File: config.mk
export PLATFORM = sky130hd
export DESIGN_NAME = obj_face_index_parser
export DESIGN_NICKNAME = d
export VERILOG_FILES = /design/src/hdl/ofip_pkg.sv /design/src/hdl/ofip_core.sv /design/src/hdl/obj_face_index_parser.sv
export SDC_FILE = /design/constraint.sdc
export NUM_CORES = 1
export LEC_CHECK = 0
export ABC_AREA = 1
export ABC_CLOCK_PERIOD_IN_PS = 6060
export BUFFER_PORTS_ARGS = -buffer_cell sky130_fd_sc_hd__buf_2
export CORE_MARGIN = 2
export CORE_UTILIZATION = 45
export CTS_BUF_LIST = sky130_fd_sc_hd__clkbuf_4
export CTS_CLUSTER_DIAMETER = 80
export DETAILED_ROUTE_END_ITERATION = 7
export GPL_TIMING_DRIVEN = 0
export SETUP_SLACK_MARGIN = 0.5
export SKIP_LAST_GASP = 1
export SYNTH_ARGS = -nofsm -noshare
export SYNTH_HDL_FRONTEND = slang
export SYNTH_SLANG_ARGS = --single-unit
File: constraint.sdc
create_clock -name i_clk -period 6.06 [get_ports i_clk]
set_clock_uncertainty 0.1 [all_clocks]
set_input_delay 0.909 -clock i_clk [delete_from_list [all_inputs] [get_ports i_clk]]
set_output_delay 0.909 -clock i_clk [all_outputs]
set_load 0.005 [all_outputs]
File: src/hdl/ofip_pkg.sv
// shared types, character codes and field decode functions for the face index parser
package ofip_pkg;

    localparam int unsigned IndexW  = 32;
    localparam int unsigned FieldW  = 4;
    localparam int unsigned CornerW = 2;
    localparam int unsigned KindW   = 2;

    localparam logic [7:0] ChSlash = 8'd47;
    localparam logic [7:0] ChSpace = 8'd32;
    localparam logic [7:0] ChCr    = 8'd13;
    localparam logic [7:0] ChZero  = 8'd48;

    typedef enum logic [1:0] {
        FMT_VTN = 2'd0,
        FMT_VVN = 2'd1,
        FMT_VT  = 2'd2,
        FMT_V3  = 2'd3
    } t_format;

    typedef struct packed {
        logic [IndexW-1:0]  index_value;
        logic [CornerW-1:0] corner;
        logic [KindW-1:0]   kind;
        logic               line_done;
        logic               short_line;
    } t_result;

    // index of the last field of a line
    function automatic logic [FieldW-1:0] last_field(input t_format fmt);
        logic [FieldW-1:0] r;
        unique case (fmt)
            FMT_VTN: r = 4'd8;
            FMT_V3:  r = 4'd2;
            default: r = 4'd5;
        endcase
        return r;
    endfunction

    // position inside a v/t/n corner
    function automatic logic [1:0] mod3(input logic [FieldW-1:0] f);
        logic [1:0] r;
        case (f)
            4'd0, 4'd3, 4'd6: r = 2'd0;
            4'd1, 4'd4, 4'd7: r = 2'd1;
            default:          r = 2'd2;
        endcase
        return r;
    endfunction

    function automatic logic [CornerW-1:0] corner_of(input t_format fmt,
                                                     input logic [FieldW-1:0] f);
        logic [CornerW-1:0] r;
        unique case (fmt)
            FMT_VTN: begin
                if (f < 4'd3) r = 2'd0;
                else if (f < 4'd6) r = 2'd1;
                else r = 2'd2;
            end
            FMT_V3:  r = f[1:0];
            default: r = f[2:1];
        endcase
        return r;
    endfunction

    function automatic logic [KindW-1:0] kind_of(input t_format fmt,
                                                 input logic [FieldW-1:0] f);
        logic [KindW-1:0] r;
        unique case (fmt)
            FMT_VTN: r = mod3(f);
            FMT_VVN: r = f[0] ? 2'd2 : 2'd0;
            FMT_VT:  r = {1'b0, f[0]};
            default: r = 2'd0;
        endcase
        return r;
    endfunction

    function automatic logic [7:0] separator_of(input t_format fmt,
                                                input logic [FieldW-1:0] f);
        logic [7:0] r;
        unique case (fmt)
            FMT_VTN: r = (mod3(f) == 2'd2) ? ChSpace : ChSlash;
            FMT_V3:  r = ChSpace;
            default: r = f[0] ? ChSpace : ChSlash;
        endcase
        return r;
    endfunction

endpackage

File: src/hdl/ofip_core.sv
// line parsing state and per-byte next-state and result logic
module ofip_core
    import ofip_pkg::*;
(
    input  logic        i_clk,
    input  logic        i_rst_n,
    input  logic        i_step,
    input  logic [7:0]  i_byte,
    input  logic        i_eol,
    input  t_format     i_format,
    output logic        o_res_valid,
    output t_result     o_res
);

    logic [1:0]        r_prefix_cnt, n_prefix_cnt;
    logic [FieldW-1:0] r_field_num,  n_field_num;
    logic [IndexW-1:0] r_acc,        n_acc;
    logic              r_fresh,      n_fresh;
    logic              r_drop,       n_drop;
    logic              r_finished,   n_finished;

    logic [FieldW-1:0] w_last_f;
    logic [FieldW-1:0] w_f;
    logic              w_last;
    logic [IndexW-1:0] w_acc_step;
    logic              w_restart;

    assign w_last_f   = last_field(i_format);
    assign w_f        = (r_field_num < w_last_f) ? r_field_num : w_last_f;
    assign w_last     = (w_f == w_last_f);
    // acc*10 + byte - '0', wrapping
    assign w_acc_step = (r_acc << 3) + (r_acc << 1) + {24'd0, i_byte}
                        - {24'd0, ChZero};

    always_comb begin
        n_prefix_cnt = r_prefix_cnt;
        n_field_num  = r_field_num;
        n_acc        = r_acc;
        n_fresh      = r_fresh;
        n_drop       = r_drop;
        n_finished   = r_finished;
        w_restart    = 1'b0;
        o_res_valid  = 1'b0;
        o_res.index_value = r_acc;
        o_res.corner      = corner_of(i_format, w_f);
        o_res.kind        = kind_of(i_format, w_f);
        o_res.line_done   = 1'b1;
        o_res.short_line  = 1'b1;

        if (r_finished) begin
            // bytes after a carriage return
            w_restart = i_eol;
        end else if (r_prefix_cnt < 2'd2) begin
            n_prefix_cnt = r_prefix_cnt + 2'd1;
            if (i_eol) begin
                o_res_valid       = 1'b1;
                o_res.index_value = '0;
                o_res.corner      = '0;
                o_res.kind        = '0;
                w_restart         = 1'b1;
            end
        end else if (r_drop) begin
            n_drop  = 1'b0;
            n_fresh = 1'b0;
            if (i_eol) begin
                o_res_valid = 1'b1;
                w_restart   = 1'b1;
            end
        end else if (!r_fresh && w_last && i_byte == ChCr) begin
            o_res_valid      = 1'b1;
            o_res.short_line = 1'b0;
            if (i_eol) w_restart = 1'b1;
            else n_finished = 1'b1;
        end else if (!r_fresh && !w_last && i_byte == separator_of(i_format, w_f)) begin
            o_res_valid      = 1'b1;
            o_res.line_done  = i_eol;
            o_res.short_line = i_eol;
            if (i_eol) begin
                w_restart = 1'b1;
            end else begin
                n_acc       = '0;
                n_drop      = (i_format == FMT_VVN) && !w_f[0];
                n_field_num = w_f + 4'd1;
            end
        end else begin
            n_fresh = 1'b0;
            n_acc   = w_acc_step;
            if (i_eol) begin
                o_res_valid       = 1'b1;
                o_res.index_value = w_acc_step;
                o_res.short_line  = !w_last;
                w_restart         = 1'b1;
            end
        end

        if (w_restart) begin
            n_prefix_cnt = '0;
            n_field_num  = '0;
            n_acc        = '0;
            n_fresh      = 1'b1;
            n_drop       = 1'b0;
            n_finished   = 1'b0;
        end
    end

    always_ff @(posedge i_clk) begin
        if (!i_rst_n) begin
            r_prefix_cnt <= '0;
            r_field_num  <= '0;
            r_acc        <= '0;
            r_fresh      <= 1'b1;
            r_drop       <= 1'b0;
            r_finished   <= 1'b0;
        end else if (i_step) begin
            r_prefix_cnt <= n_prefix_cnt;
            r_field_num  <= n_field_num;
            r_acc        <= n_acc;
            r_fresh      <= n_fresh;
            r_drop       <= n_drop;
            r_finished   <= n_finished;
        end
    end

    a_no_result_after_cr: assert property (@(posedge i_clk) disable iff (!i_rst_n)
        (i_step && r_finished) |-> !o_res_valid)
        else $error("result produced after carriage return");

    a_eol_restarts: assert property (@(posedge i_clk) disable iff (!i_rst_n)
        (i_step && i_eol) |=> (r_prefix_cnt == 2'd0 && r_field_num == '0
                               && r_fresh && !r_drop && !r_finished))
        else $error("line state not restarted after end of line");

    a_short_is_done: assert property (@(posedge i_clk) disable iff (!i_rst_n)
        o_res_valid |-> (o_res.line_done || !o_res.short_line))
        else $error("short line flag without line done");

    a_field_range: assert property (@(posedge i_clk) disable iff (!i_rst_n)
        r_field_num <= 4'd8)
        else $error("field number out of range");

endmodule

File: src/hdl/obj_face_index_parser.sv
// top level of the face line index parser: stream ports, input and result registers
//
// Parses the index part of a face line one byte per transfer. The first two
// bytes of each line are dropped, the rest is split into index fields by '/'
// and ' ' according to face_format (0 v/t/n, 1 v//n, 2 v/t, 3 three values).
// Every finished field leaves as one result transfer with its value and corner
// in tdata; tuser carries the kind of the field and flags a line that ended
// before its last field began, and the last result of a line has tlast set.
// A carriage return closes the last field and all bytes up to the end-of-line
// byte are ignored. Throughput is one byte per cycle while the result side
// does not stall: a byte passes the input register, then compare and
// multiply-by-ten-add logic into the result register. Both registers advance
// whenever the result register is empty or being drained, so back-pressure
// from the result side stalls the input side only when both are full.
// face_format may only be written while no line is in flight.
module obj_face_index_parser
    import ofip_pkg::*;
(
    input  logic        i_clk,
    input  logic        i_rst_n,
    // configuration write
    input  logic        i_cfg_valid,
    output logic        o_cfg_ready,
    input  logic [1:0]  i_cfg_data,      // face_format
    // byte stream in
    input  logic        s_axis_tvalid,
    output logic        s_axis_tready,
    input  logic [7:0]  s_axis_tdata,    // [7:0] line_byte
    input  logic        s_axis_tlast,    // end_of_line
    // index stream out
    output logic        m_axis_tvalid,
    input  logic        m_axis_tready,
    output logic [39:0] m_axis_tdata,    // [31:0] index_value, [33:32] corner,
                                         // [39:34] zero
    output logic        m_axis_tlast,    // line_done
    output logic [2:0]  m_axis_tuser     // [1:0] kind, [2] short_line
);

    t_format    r_format;

    // input register
    logic       r_in_valid;
    logic [7:0] r_in_byte;
    logic       r_in_eol;

    // result register
    logic       r_out_valid;
    t_result    r_out;

    logic       w_advance;
    logic       w_step;
    logic       w_res_valid;
    t_result    w_res;

    // both stages move when the result register can take a new value
    assign w_advance     = !r_out_valid || m_axis_tready;
    assign w_step        = r_in_valid && w_advance;
    assign s_axis_tready = !r_in_valid || w_advance;
    assign o_cfg_ready   = 1'b1;

    always_ff @(posedge i_clk) begin
        if (!i_rst_n) begin
            r_format <= FMT_VTN;
        end else if (i_cfg_valid) begin
            r_format <= t_format'(i_cfg_data);
        end
    end

    always_ff @(posedge i_clk) begin
        if (!i_rst_n) begin
            r_in_valid <= 1'b0;
        end else if (s_axis_tready) begin
            r_in_valid <= s_axis_tvalid;
        end
        if (s_axis_tready && s_axis_tvalid) begin
            r_in_byte <= s_axis_tdata;
            r_in_eol  <= s_axis_tlast;
        end
    end

    ofip_core u_core (
        .i_clk       (i_clk),
        .i_rst_n     (i_rst_n),
        .i_step      (w_step),
        .i_byte      (r_in_byte),
        .i_eol       (r_in_eol),
        .i_format    (r_format),
        .o_res_valid (w_res_valid),
        .o_res       (w_res)
    );

    always_ff @(posedge i_clk) begin
        if (!i_rst_n) begin
            r_out_valid <= 1'b0;
        end else if (w_advance) begin
            r_out_valid <= w_step && w_res_valid;
        end
        if (w_advance) begin
            r_out <= w_res;
        end
    end

    assign m_axis_tvalid = r_out_valid;
    assign m_axis_tdata  = {6'd0, r_out.corner, r_out.index_value};
    assign m_axis_tlast  = r_out.line_done;
    assign m_axis_tuser  = {r_out.short_line, r_out.kind};

endmodule
==> metrics <==
post-DR wirelength/cell about 14 microns; Fin. Hold Viols 0; most used cell, CP nand2_1; Worst Tran Pin Value ~0.72 ns; type of the worst min-delay path reg -> reg; # rows between 40 and 50; clock sinks 92; gr ovfl total 0; synthesized area 7140 sq um; syn_area_per_cell approximately 7.6 sq um; ANT nets after route 0; Die H approximately 130 microns; NumNets Final ~1.1k; CP Launch Type flop; synth warn 0; flip-flop and latch area about 2300 sq um; Worst-path clk slew ~0.17 ns; Crit path max-delay family simple AND/OR/NAND/NOR gates; leakage power 3.89 nW; Pwr per Cell Area 293 nW/um^2; Post-synth ARST share 0; Core ar. 15700 sq um; post_cts resized 0; Final Cycle Share 0.806; Worst slew margin 0.515; setup violators final 0; maximum capacitance violations 0; Initial Utilization 0.455; most area-hungry cell type in the Yosys netlist edfxtp_1; multi-input gate area in the final layout 4050 sq um; GPL Wtd Cong between 0.9 and 1; critical path class reg -> reg; CTS max path bufs 2; area of the die 16900 sq um; CP Cell Sequence inv_1 > ha_1 > inv_1 > ha_1 > a21oi_2 > nand2_4 > o21ai_0 > inv_1 > ha_1 > or2_2 > nand4_1 > nand2_1 > o21ai_1 > nand2_1 > nand2_1 > a21oi_1 > nand2_2 > nand2_2 > nor2_2 > buf_4 > nand2_1 > nand3_1 > o21ai_0; H-tree Lvls 3; post-DP HPWL ~13000 microns; sequential area share after synthesis 0.324; initial antenna violation count 1; status completed; layout cells sized above 1 0.114; Synth area leaders edfxtp_1 (20%), ha_1 (17%), dfxtp_1 (13%), nand2_1 (12%), inv_1 (8.5%); setup TNS 0 ns; I/O pin cnt 63; post-CTS setup buffer count 0; final core utilization 0.500; peak supply drop 130 uV; Initial DRT Pass Iterations 5; EDFF count, synth 47; CP max FO 10; Buf/Inv on CP 4; number of vias in the routed layout around 6.2k; Critical Path AT approximately 5.0 ns; cts hold-fix bufs 0; Post-route DRC 0; Layout area overhead 10.1%; Worst setup EP type flop; Synth Instances 936; Synth Register Bits 92; max-slew violations 0; Via density roughly 5; achievable clock frequency just over 0.2 GHz; Main synth FF type edfxtp_1; Starting DRT DRC Count around 360; Worst Path Required between 6 and 7 ns; post-layout min period 4.88 ns; RSZ-0062 raised after global routing no; pin count of the biggest net entering global routing 27; clock tree root buffer cell clkbuf_4; CTS tree done; Port-buffer cells 55; first-pass GRT wire length 29000 microns; die width ~130 microns; GRT Total Usage 0.222; Crit path largest cell delay approximately 0.55 ns; filler instances ~1.6k; worst-skew pair later-pin latency about 0.5 ns; vias in the first global route 5777; top cell type's share of synthesized area 0.198; Crit-path slowest cell o21ai_0; Synth cell types 46; CTS Buf Count 9; Tot Pwr around 0.0023 W; final WL around 18000 microns
[report_power, final]
part           internal [W]  total [W]  switching [W]
registers          0.000700   0.000723      0.0000226
clock network     0.0000948   0.000350       0.000255
logic              0.000453    0.00123       0.000777
[layout by cell type, fill, tap and decap left out, types with 16 or more instances in the layout]
cell type  netlist  layout
ha_1            96      96
xnor2_1         16      16
dfxtp_1         45      45
o21ai_0         52      52
nand3_1         24      24
a21oi_1        100     100
nor2_1          33      33
inv_1          161     161
nand2_1        224     223
buf_2            7      62
edfxtp_1        47      47
[metal layers]
metal,track usage,wire length [microns],vias to the layer above,part of all wire
met5,0,0,-,0
met1,0.305,8640,2859,0.49
li1,-,-,3180,-
met3,0.0267,801,17,0.045
met2,0.367,8070,153,0.45
met4,0.0664,257,0,0.014
[registers in the layout (all words and copies together) (netlist names)]
register and count:
u_core.r_acc 32, m_axis_tuser 3, u_core.r_field_num 4, r_format 2, r_in_valid 1, u_core.r_prefix_cnt 2
r_in_byte 8, m_axis_tlast 1, u_core.r_finished 1, m_axis_tvalid 1, m_axis_tdata 34, u_core.r_fresh 1
r_in_eol 1, u_core.r_drop 1
[cell usage after synthesis, types with 2 or more instances]
cell type,number
nor2_1,33
buf_4,10
o21ai_1,15
xnor2_1,16
dfxtp_1,45
a21boi_1,11
clkbuf_1,11
nand4_1,7
buf_6,3
a311oi_1,2
o21ai_0,52
or2_2,2
fa_1,6
buf_2,7
nor3_1,6
inv_2,2
nor4_1,2
a221oi_1,2
nor2_2,3
o21a_1,2
xor2_1,15
o21bai_1,2
o211ai_1,2
a21oi_1,100
edfxtp_1,47
nand2_2,5
nand3_2,2
inv_1,161
ha_1,96
nand3b_1,3
nand2_1,224
nand2_4,4
nand3_1,24
conb_1,2
[path summary, 6_finish.rpt]
kind	depth (start not counted)	slack, ns	end	from
setup / recovery	23	1.18	m_axis_tdata[11]	r_format[0]
hold / removal	2	0.38	u_core.r_prefix_cnt[0]	u_core.r_prefix_cnt[0]
setup reg to reg	23	1.18	m_axis_tdata[11]	r_format[0]
hold reg to reg	2	0.38	u_core.r_prefix_cnt[0]	u_core.r_prefix_cnt[0]
[tightest hold or removal path, delay by kind of cell, from the launching register on]
kind | cells | cell delay [ns]
compound gates | 1 | 0.05
buf+inv | 1 | 0.05
flops | 1 | 0.35
[final cells by class]
| class | instances | area share |
|---|---|---|
| Antenna cell | 1 | 0.000318 |
| Buffer | 32 | 0.0240 |
| Clock buffer | 9 | 0.00859 |
| Clock inverter | 7 | 0.00811 |
| Inverter | 163 | 0.0778 |
| Multi-Input combinational cell | 654 | 0.515 |
| Sequential cell | 92 | 0.294 |
| Tap cell | 216 | 0.0344 |
| Timing Repair Buffer | 56 | 0.0375 |
[per-stage QoR]
stage | hold WS [ns] | setup WS (ns) | instance area, sq um | cells
2_1_floorplan | 0.329 | 2.13 | 7160 | 941
3_3_place_gp | 0.349 | 1.33 | 7710 | 1212
3_5_place_dp | 0.352 | 1.31 | 7730 | 1213
4_1_cts | 0.374 | 1.28 | 7860 | 1229
5_1_grt | 0.389 | 0.839 | 7860 | 1230
6_report | 0.376 | 1.18 | 7860 | 1230
[logic make-up (layout without fill, tap and decap cells)]
group	Yosys count	after routing	synth area share
compound gates	195	195	0.148
xor+xnor	31	31	0.0380
fa+ha+maj	102	102	0.185
buf+inv	195	267	0.112
flops	92	92	0.324
other cells	2	8	0.00105
simple gates	319	319	0.192
No activity file was read; power rests on OpenSTA's default activity.
